--- config.mk ---
export PLATFORM = sky130hd
export DESIGN_NAME = disk_seek_distance_calculator
export DESIGN_NICKNAME = d
export VERILOG_FILES = /design/src/hdl/dsdc_pkg.sv /design/src/hdl/disk_seek_distance_calculator.sv /design/src/hdl/dsdc_datapath.sv /design/src/hdl/dsdc_ctrl.sv
export SDC_FILE = /design/constraint.sdc
export NUM_CORES = 2
export LEC_CHECK = 0
export ABC_CLOCK_PERIOD_IN_PS = 9000
export BUFFER_PORTS_ARGS = -buffer_cell sky130_fd_sc_hd__buf_2
export CELL_PAD_IN_SITES_DETAIL_PLACEMENT = 1
export CELL_PAD_IN_SITES_GLOBAL_PLACEMENT = 1
export CORE_MARGIN = 4
export CORE_UTILIZATION = 51
export CTS_BUF_LIST = sky130_fd_sc_hd__clkbuf_16
export CTS_CLUSTER_DIAMETER = 60
export DETAILED_ROUTE_END_ITERATION = 16
export PLACE_DENSITY_LB_ADDON = 0.1
export SYNTH_ARGS = -nofsm -noshare
export SYNTH_HDL_FRONTEND = slang
export SYNTH_SLANG_ARGS = --single-unit
--- constraint.sdc ---
create_clock -name clk -period 9 [get_ports clk]
set_input_delay 0.45 -clock clk [delete_from_list [all_inputs] [get_ports clk]]
set_output_delay 0.45 -clock clk [all_outputs]
set_load 0.005 [all_outputs]
--- src/hdl/dsdc_pkg.sv ---
// Package: shared constants, types and controller/datapath command and status structs.
package dsdc_pkg;

    localparam int MaxRequestsDefault = 32;
    localparam int TrackW = 16;
    localparam int TotalW = 22;
    localparam logic [TotalW-1:0] TotalMax = {TotalW{1'b1}};

    localparam logic [1:0] CfgAlgorithm  = 2'd0;
    localparam logic [1:0] CfgStartTrack = 2'd1;
    localparam logic [1:0] CfgTrackCount = 2'd2;

    localparam logic [2:0] AlgFcfs  = 3'd0;
    localparam logic [2:0] AlgSstf  = 3'd1;
    localparam logic [2:0] AlgScan  = 3'd2;
    localparam logic [2:0] AlgCscan = 3'd3;
    localparam logic [2:0] AlgLook  = 3'd4;
    localparam logic [2:0] AlgClook = 3'd5;

    // Controller to datapath.
    typedef struct packed {
        logic store;      // write accepted beat into the store
        logic scan_init;  // start a pass over the store
        logic scan_step;  // present entry at scan index, accumulate
        logic pick_done;  // SSTF: commit the best candidate of this pass
        logic finish;     // form result
        logic clear;      // empty the store for the next batch
    } dsdc_cmd_t;

    // Datapath to controller.
    typedef struct packed {
        logic scan_last;  // scan index is at the final stored entry
        logic all_served; // SSTF: every request served
    } dsdc_sts_t;

endpackage

--- src/hdl/disk_seek_distance_calculator.sv ---
// Disk seek distance calculator: top level joining controller and datapath.
// Operation: loading writes each accepted beat into the store; on the closing beat one pass
// over the N stored requests runs, and SSTF runs N such passes, one per pick.
// Throughput: one request beat per cycle while loading; one batch at a time.
// Result is held on m_axis until taken; loading resumes afterwards.
// Reset (rst_n low, asynchronous) empties the store and loads register defaults.
module disk_seek_distance_calculator #(
    parameter int MAX_REQUESTS = dsdc_pkg::MaxRequestsDefault
) (
    input  logic        clk,
    input  logic        rst_n,
    input  logic        s_axis_tvalid,
    output logic        s_axis_tready,
    input  logic [15:0] s_axis_tdata,   // [15:0] track
    input  logic        s_axis_tlast,   // last
    output logic        m_axis_tvalid,
    input  logic        m_axis_tready,
    output logic [23:0] m_axis_tdata,   // [21:0] total_movement, [22] overflow
    input  logic        cfg_valid,
    output logic        cfg_ready,
    input  logic [1:0]  cfg_index,
    input  logic [16:0] cfg_data
);
    import dsdc_pkg::*;

    logic [2:0]  algorithm_reg;
    logic [15:0] start_track_reg;
    logic [16:0] track_count_reg;
    dsdc_cmd_t   cmd;
    dsdc_sts_t   sts;
    logic [TotalW-1:0] total;
    logic        ovf;

    assign cfg_ready = 1'b1;
    assign m_axis_tdata = {1'b0, ovf, total};

    // Configuration registers; unknown indexes are ignored.
    always_ff @(posedge clk or negedge rst_n)
    begin
        if (!rst_n)
        begin
            algorithm_reg   <= AlgFcfs;
            start_track_reg <= '0;
            track_count_reg <= 17'd200;
        end
        else if (cfg_valid)
        begin
            case (cfg_index)
                CfgAlgorithm:  algorithm_reg   <= cfg_data[2:0];
                CfgStartTrack: start_track_reg <= cfg_data[15:0];
                CfgTrackCount: track_count_reg <= cfg_data;
                default: ;
            endcase
        end
    end

    dsdc_ctrl u_ctrl (
        .clk(clk), .rst_n(rst_n),
        .in_valid(s_axis_tvalid), .in_last(s_axis_tlast), .in_ready(s_axis_tready),
        .out_valid(m_axis_tvalid), .out_ready(m_axis_tready),
        .algorithm(algorithm_reg), .sts(sts), .cmd(cmd)
    );

    dsdc_datapath #(.MAX_REQUESTS(MAX_REQUESTS)) u_dp (
        .clk(clk), .rst_n(rst_n), .cmd(cmd), .sts(sts),
        .track(s_axis_tdata), .algorithm(algorithm_reg),
        .start_track(start_track_reg), .track_count(track_count_reg),
        .total_movement(total), .overflow(ovf)
    );
endmodule

--- src/hdl/dsdc_datapath.sv ---
// Datapath: request store, served marks, scan unit and accumulators.
module dsdc_datapath #(
    parameter int MAX_REQUESTS = dsdc_pkg::MaxRequestsDefault
) (
    input  logic                          clk,
    input  logic                          rst_n,
    input  dsdc_pkg::dsdc_cmd_t           cmd,
    output dsdc_pkg::dsdc_sts_t           sts,
    input  logic [dsdc_pkg::TrackW-1:0]   track,
    input  logic [2:0]                    algorithm,
    input  logic [15:0]                   start_track,
    input  logic [16:0]                   track_count,
    output logic [dsdc_pkg::TotalW-1:0]   total_movement,
    output logic                          overflow
);
    import dsdc_pkg::*;

    localparam int IdxW = (MAX_REQUESTS > 1) ? $clog2(MAX_REQUESTS) : 1;
    localparam int CntW = $clog2(MAX_REQUESTS + 1);
    localparam logic [CntW-1:0] CountMax = CntW'(MAX_REQUESTS);

    logic [TrackW-1:0] mem [MAX_REQUESTS];
    logic [TrackW-1:0] rd_reg;
    logic [IdxW-1:0]   rd_idx_reg;   // index of rd_reg
    logic              rd_ok_reg;    // rd_reg holds a fresh read

    logic [CntW-1:0]   count_reg;
    logic              dropped_reg;
    logic [MAX_REQUESTS-1:0] served_reg;
    logic [IdxW-1:0]   scan_reg;
    logic [CntW-1:0]   served_cnt_reg;

    logic [TrackW-1:0] pos_reg;
    logic [23:0]       total_reg;    // wide enough for saturation check
    logic [TrackW-1:0] best_d_reg;
    logic [IdxW-1:0]   best_i_reg;
    logic [TrackW-1:0] best_t_reg;
    logic              found_reg;

    logic [TrackW-1:0] mn_reg, mx_reg, upmax_reg, lowmin_reg, lowmax_reg;
    logic              has_up_reg, has_low_reg;

    logic [TrackW-1:0] r, d;
    logic              sstf;
    assign r    = rd_reg;
    assign d    = (r > pos_reg) ? r - pos_reg : pos_reg - r;
    assign sstf = (algorithm == AlgSstf);

    assign sts.scan_last  = ({{(CntW-IdxW){1'b0}}, scan_reg} + CntW'(1)) >= count_reg;
    assign sts.all_served = (served_cnt_reg == count_reg);

    always_ff @(posedge clk)
    begin
        if (cmd.store && count_reg != CountMax)
            mem[count_reg[IdxW-1:0]] <= track;
        rd_reg     <= mem[scan_reg];
        rd_idx_reg <= scan_reg;
    end

    // Sweep-policy result, from gathered extremes.
    logic [23:0] sweep_tot;
    logic [16:0] tc_last;
    logic [TrackW-1:0] upos;
    always_comb
    begin
        sweep_tot = '0;
        tc_last   = track_count - 17'd1;
        upos      = has_up_reg ? upmax_reg : start_track;
        if (algorithm == AlgScan || algorithm == AlgLook)
        begin
            if (start_track < mn_reg)
                sweep_tot = 24'(mx_reg - start_track);
            else if (mx_reg > start_track)
            begin
                if (algorithm == AlgScan)
                    sweep_tot = 24'(start_track) + 24'(mx_reg);
                else
                    sweep_tot = 24'(start_track - mn_reg) + 24'(mx_reg - mn_reg);
            end
            else
                sweep_tot = 24'(start_track - mn_reg);
        end
        else
        begin
            sweep_tot = 24'(upos - start_track);
            if (algorithm == AlgCscan)
            begin
                if (track_count != 17'd0 && {1'b0, upos} < tc_last)
                    sweep_tot = sweep_tot + 24'(tc_last - {1'b0, upos});
                if (has_low_reg)
                    sweep_tot = sweep_tot + 24'(lowmax_reg);
            end
            else if (has_low_reg)
                sweep_tot = sweep_tot + 24'(upos - lowmin_reg)
                          + 24'(lowmax_reg - lowmin_reg);
        end
    end

    logic sweep;
    assign sweep = (algorithm >= AlgScan) && (algorithm <= AlgClook);

    always_ff @(posedge clk or negedge rst_n)
    begin
        if (!rst_n)
        begin
            count_reg      <= '0;
            dropped_reg    <= 1'b0;
            served_reg     <= '0;
            scan_reg       <= '0;
            served_cnt_reg <= '0;
            rd_ok_reg      <= 1'b0;
            found_reg      <= 1'b0;
            total_reg      <= '0;
            pos_reg        <= '0;
        end
        else
        begin
            rd_ok_reg <= cmd.scan_step;
            if (cmd.store)
            begin
                if (count_reg != CountMax)
                    count_reg <= count_reg + CntW'(1);
                else
                    dropped_reg <= 1'b1;
            end
            if (cmd.scan_init)
            begin
                scan_reg   <= '0;
                found_reg  <= 1'b0;
                if (served_cnt_reg == '0)
                begin
                    pos_reg    <= start_track;
                    total_reg  <= '0;
                    mn_reg     <= '1; mx_reg <= '0; upmax_reg <= '0;
                    lowmin_reg <= '1; lowmax_reg <= '0;
                    has_up_reg <= 1'b0; has_low_reg <= 1'b0;
                end
            end
            if (cmd.scan_step && !sts.scan_last)
                scan_reg <= scan_reg + IdxW'(1);
            // Fold the entry read in the previous cycle.
            if (rd_ok_reg)
            begin
                if (sstf)
                begin
                    if (!served_reg[rd_idx_reg] && (!found_reg || d < best_d_reg))
                    begin
                        found_reg  <= 1'b1;
                        best_d_reg <= d;
                        best_i_reg <= rd_idx_reg;
                        best_t_reg <= r;
                    end
                end
                else if (sweep)
                begin
                    if (r < mn_reg) mn_reg <= r;
                    if (r > mx_reg) mx_reg <= r;
                    if (r >= start_track)
                    begin
                        has_up_reg <= 1'b1;
                        if (r > upmax_reg) upmax_reg <= r;
                    end
                    else
                    begin
                        has_low_reg <= 1'b1;
                        if (r < lowmin_reg) lowmin_reg <= r;
                        if (r > lowmax_reg) lowmax_reg <= r;
                    end
                end
                else
                begin
                    total_reg <= total_reg + 24'(d);
                    pos_reg   <= r;
                end
            end
            if (cmd.pick_done)
            begin
                total_reg              <= total_reg + 24'(best_d_reg);
                pos_reg                <= best_t_reg;
                served_reg[best_i_reg] <= 1'b1;
                served_cnt_reg         <= served_cnt_reg + CntW'(1);
            end
            if (cmd.finish)
            begin
                logic [23:0] t;
                t = sweep ? sweep_tot : total_reg;
                total_movement <= (t > 24'(TotalMax)) ? TotalMax : t[TotalW-1:0];
                overflow       <= dropped_reg;
            end
            if (cmd.clear)
            begin
                count_reg      <= '0;
                dropped_reg    <= 1'b0;
                served_reg     <= '0;
                served_cnt_reg <= '0;
            end
        end
    end

    assert property (@(posedge clk) disable iff (!rst_n) count_reg <= CountMax)
        else $error("request count beyond capacity");
    assert property (@(posedge clk) disable iff (!rst_n) cmd.pick_done |-> found_reg)
        else $error("SSTF pick without candidate");
    assert property (@(posedge clk) disable iff (!rst_n) served_cnt_reg <= count_reg)
        else $error("served more than stored");
endmodule

--- src/hdl/dsdc_ctrl.sv ---
// Controller: sequences loading, store passes and result hand-off.
module dsdc_ctrl (
    input  logic                 clk,
    input  logic                 rst_n,
    input  logic                 in_valid,
    input  logic                 in_last,
    output logic                 in_ready,
    output logic                 out_valid,
    input  logic                 out_ready,
    input  logic [2:0]           algorithm,
    input  dsdc_pkg::dsdc_sts_t  sts,
    output dsdc_pkg::dsdc_cmd_t  cmd
);
    import dsdc_pkg::*;

    typedef enum logic [2:0] {LOAD, SCAN, DRAIN, PICK, RESCAN, DONE, HOLD} state_t;
    state_t state_reg;
    logic   accept;

    assign in_ready  = (state_reg == LOAD);
    assign out_valid = (state_reg == HOLD);
    assign accept    = in_valid && in_ready;

    always_comb
    begin
        cmd = '0;
        cmd.store = accept;
        case (state_reg)
            LOAD:    cmd.scan_init = accept && in_last;
            SCAN:    cmd.scan_step = 1'b1;
            PICK:    begin cmd.pick_done = 1'b1; end
            RESCAN:  cmd.scan_init = !sts.all_served;
            DONE:    begin cmd.finish = 1'b1; cmd.clear = 1'b1; end
            default: ;
        endcase
    end

    always_ff @(posedge clk or negedge rst_n)
    begin
        if (!rst_n)
            state_reg <= LOAD;
        else
        begin
            case (state_reg)
                LOAD:    if (accept && in_last) state_reg <= SCAN;
                SCAN:    if (sts.scan_last) state_reg <= DRAIN;
                DRAIN:   state_reg <= (algorithm == AlgSstf) ? PICK : DONE;
                PICK:    state_reg <= RESCAN;
                RESCAN:  state_reg <= sts.all_served ? DONE : SCAN;
                DONE:    state_reg <= HOLD;
                HOLD:    if (out_ready) state_reg <= LOAD;
                default: state_reg <= LOAD;
            endcase
        end
    end

    // After a pick, start another pass only while unserved requests remain.
    assert property (@(posedge clk) disable iff (!rst_n) out_valid |-> !in_ready)
        else $error("load and result overlap");
    assert property (@(posedge clk) disable iff (!rst_n)
        (state_reg == HOLD && !out_ready) |=> state_reg == HOLD)
        else $error("result dropped");
    assert property (@(posedge clk) disable iff (!rst_n) cmd.pick_done |-> !cmd.finish)
        else $error("pick and finish together");
endmodule

==> PnR_summary.wiki <==
{| class="wikitable"
! Metric !! Value
|-
| Result of the run || complete, no violations
|-
| Number of antenna violations at the first check in global routing || 2
|-
| I/O pin count || between 60 and 70
|-
| Yosys warning count || 0
|-
| Average via count per standard cell || 6.21
|-
| Fraction of post-synthesis cell area in the top cell type by area || approximately 40%
|-
| Sink Count || roughly 810
|-
| Final routed wirelength across all metal layers || 159,000 µm
|-
| Number of distinct library cells after synthesis || 90
|-
| Top post-synthesis cells by area || sky130_fd_sc_hd__edfxtp_1, sky130_fd_sc_hd__ha_1, sky130_fd_sc_hd__dfrtp_1
|-
| Maximum number of pins on one net before global-route repair || between 100 and 150
|-
| Number of flip-flops under the largest register name || around 510
|-
| Share of cell area taken by muxes after synthesis || around 10%
|-
| Placed wire-length estimate || approximately 120,000 µm
|-
| Die X || 316 µm
|-
| Core area || between 0.09 and 0.1 mm²
|-
| Antenna diode instance count || 0
|-
| Number of enable-type register cells in the synthesized netlist || around 650
|-
| Placed inst area || between 0.05 and 0.06 mm²
|-
| Vias in the first global route || around 38,000
|-
| Measured slew at the worst slew-check pin || ~1200 ps
|-
| Total nets after synthesis || ~4,800
|-
| Growth of design area from synthesis to finish || 10.4%
|-
| Capture point of the worst reg-to-reg path || u_dp.total_movement[9]
|-
| Data arrival at the endpoint of the critical path || 8260 ps
|-
| Hold/Removal Path Class || in -> reg
|-
| Period utilization || 87.5%
|-
| DIE AREA || between 0.1 and 0.15 mm²
|-
| Number of standard cells after synthesis || ~4,300
|-
| Master cell of the clock root buffer || sky130_fd_sc_hd__clkbuf_16
|-
| Max Transition Viols Final || 0
|-
| Proportion of synthesized chip area in sequential cells || 48.1%
|-
| Maximum clock insertion buffer count || 3
|-
| Netlist area before placement || just under 0.05 mm²
|-
| Compound-Gate Fraction of Synth Area || between 10% and 20%
|-
| GP Congestion || 0.913
|-
| Post-synthesis cell type with the largest combined area || sky130_fd_sc_hd__edfxtp_1
|-
| Top achievable clock speed || 0.127 GHz
|-
| Depth of the most critical reg-to-reg path || 30
|-
| Depth of the CTS H-tree || 3
|-
| Top flip-flop cell by instance count after synthesis || sky130_fd_sc_hd__edfxtp_1
|-
| Fill cells || between 9,000 and 10,000
|-
| Fraction of final layout cells with drive strength greater than 1 || a little under an eighth
|-
| Clock tree from TritonCTS || done
|-
| Post-synthesis simple-gate area fraction || a little under a tenth
|-
| Critical hold path startpoint || cfg_data[14]
|-
| Startpoint of the worst-slack reg-to-reg timing path || u_dp.has_up_reg
|-
| Hold Worst Slack || ~49 ps
|-
| Number of clock buffers inserted by TritonCTS || 90
|-
| End of the worst hold path || start_track_reg[14]
|-
| Post-CTS setup buffers || 0
|-
| Crit Path Max Fanout || 33
|-
| Unrepaired setup endpoints after global routing || false
|-
| Number of max-capacitance violations reported || 0
|-
| Critical path endpoint category || register
|-
| Port-buffer cells || 65
|-
| Global-route wire length before repair || ~240,000 µm
|-
| Total number of placement rows || around 110
|-
| Fraction of registers with async set/reset || between 10% and 20%
|-
| CP startpoint kind || register
|-
| GRT Residual Overflow || 0
|-
| Xor/xnor share of the synthesized area || 3.90%
|-
| Remaining routing DRC violations || 0
|-
| Combinational family with the most area after synthesis || compound AO/OA/AOI/OAI gates
|-
| Register-to-Register Setup Slack || 1120 ps
|-
| Max stage delay cell, worst path || sky130_fd_sc_hd__edfxtp_1
|-
| Final period demand of the worst path || between 7000 and 8000 ps
|-
| Seq cells post-synth || 806
|-
| NumNets Final || approximately 4,800
|-
| Chip Height || ~320 µm
|-
| Number of antenna-violating nets in the routed design || 0
|-
| Min-Delay Path Depth || 2
|-
| Vias after detailed routing || approximately 35,000
|-
| Insertion delay to the later sink of the worst-skew pair || about 700 ps
|-
| Kind of critical path || reg -> reg
|-
| Post-synthesis average cell area || between 10 and 15 µm²
|-
| Routed length per instance || between 20 and 30 µm
|-
| Clock slew seen by the registers of the worst setup and hold paths || 60 ps
|-
| Fraction of the core area covered by cells at the end of the flow || between 50% and 60%
|-
| Overall global routing resource usage || 32.0%
|-
| Final std cell area, no fill || approximately 0.054 mm²
|-
| Layout Skew || ~47 ps
|-
| Final Hold Vio Count || 0
|-
| Slew headroom || between 15 and 20%
|-
| DRT iter0 DRCs || 2,829
|-
| Total negative setup slack || 0 ps
|-
| Data required time at the worst endpoint || ~9400 ps
|-
| Adder and majority gate portion of the synthesized area || between 10 and 15%
|-
| Largest incremental delay on the critical path || 990 ps
|-
| Library cell appearing most often on the critical path || sky130_fd_sc_hd__o21ai_0
|-
| Initial Util || 51.7%
|-
| Drt pass-1 iters || 5
|-
| Final-report setup violation count || 0
|}
==> cell usage in the layout (no fill, tap or decap), types with 88 or more instances in the layout <==
cell and instances:
sky130_fd_sc_hd__a21o_1 88, sky130_fd_sc_hd__a21oi_1 264, sky130_fd_sc_hd__buf_4 90, sky130_fd_sc_hd__clkbuf_16 91, sky130_fd_sc_hd__dfrtp_1 125, sky130_fd_sc_hd__edfxtp_1 654
sky130_fd_sc_hd__ha_1 382, sky130_fd_sc_hd__inv_1 305, sky130_fd_sc_hd__mux2_2 105, sky130_fd_sc_hd__mux2i_1 189, sky130_fd_sc_hd__nand2_1 385, sky130_fd_sc_hd__nor2_1 240
sky130_fd_sc_hd__o21ai_0 260, sky130_fd_sc_hd__xnor2_1 122, sky130_fd_sc_hd__xor2_1 94
==> repair_timing <==
action                    CTS  global route
resized for setup           0             0
hold buffers                4             0
hold endpoints to repair   39             0
==> metal layers <==
layer  vias to the layer above  track usage [%]  share of wire [%]
met3                       324             3.88                4.4
met4                         2             14.6                5.4
met2                       917             55.5                 49
met5                         -                0             0.0076
met1                     18100             40.1                 41
li1                      16200                -                  -
==> worst max-delay path, delay by kind of cell (launching register included) <==
| kind | cells | cell delay (ps) |
|---|---|---|
| flops | 1 | 990 |
| simple gates | 5 | 710 |
| compound gates | 21 | 4630 |
| fa+ha+maj | 3 | 1060 |
| xor+xnor | 1 | 170 |
==> how the worst max path moves through the flow <==
stage,slack [ps],to,cells after the start,start
global placement,1340,u_dp.total_movement[9],30,u_dp.has_up_reg
detailed placement,1260,u_dp.total_movement[9],30,u_dp.has_up_reg
floorplan,2390,u_dp.best_d_reg[0],26,u_dp.r[0]
CTS,1180,u_dp.total_movement[9],30,u_dp.has_up_reg
finish,1120,u_dp.total_movement[9],30,u_dp.has_up_reg
global route,380,u_dp.total_movement[9],30,u_dp.has_up_reg
==> area by class of cell <==
type / count / area, µm² / share of cell area (%)
clock buffers: 91 / 2280 / 4.25
flip-flops and latches: 806 / 23300 / 43.6
repair buffers: 160 / 1070 / 2.00
inverters: 287 / 1080 / 2.01
clock inverters: 74 / 693 / 1.29
well taps: 1254 / 1570 / 2.93
multi-input cells: 3043 / 23500 / 43.9
==> synth_stat cells, drive strengths merged (12+ instances only) <==
master and number:
and2 12, nor3 64, a211oi 40, dfxtp 21
o21bai 25, o31ai 12, o221ai 55, and3 28
o22ai 25, or3 17, a221oi 13, xor2 94
a211o 13, dfrtp 128, mux2i 189, a21o 88
a21oi 264, edfxtp 654, nor2 243, nand3 78
nor2b 36, mux2 105, o21a 59, fa 32
o211ai 26, nand4 28, clkbuf 125, inv 284
a31oi 32, mux4 80, xnor2 122, nand2 387
a22o 17, buf 35, ha 382, o21ai 274
nand2b 51
==> logic make-up (layout without fill, tap and decap cells) <==
| family | Yosys count | in the layout |
|---|---|---|
| compound gates | 1042 | 1042 |
| simple gates | 994 | 994 |
| flops | 806 | 806 |
| buf+inv | 447 | 612 |
| fa+ha+maj | 415 | 415 |
| mux | 374 | 374 |
| xor+xnor | 216 | 216 |
| other cells | 2 | 2 |
==> through the flow <==
step,cells,setup slack [ps]
5_1_grt,5715,376
4_1_cts,5715,1180
3_5_place_dp,5546,1260
2_1_floorplan,4296,2390
6_report,5715,1120
3_3_place_gp,5546,1340
Power is left out: the tool's default activity adds up to more than one toggle a clock period on the data nets, which glitch-free logic cannot reach.
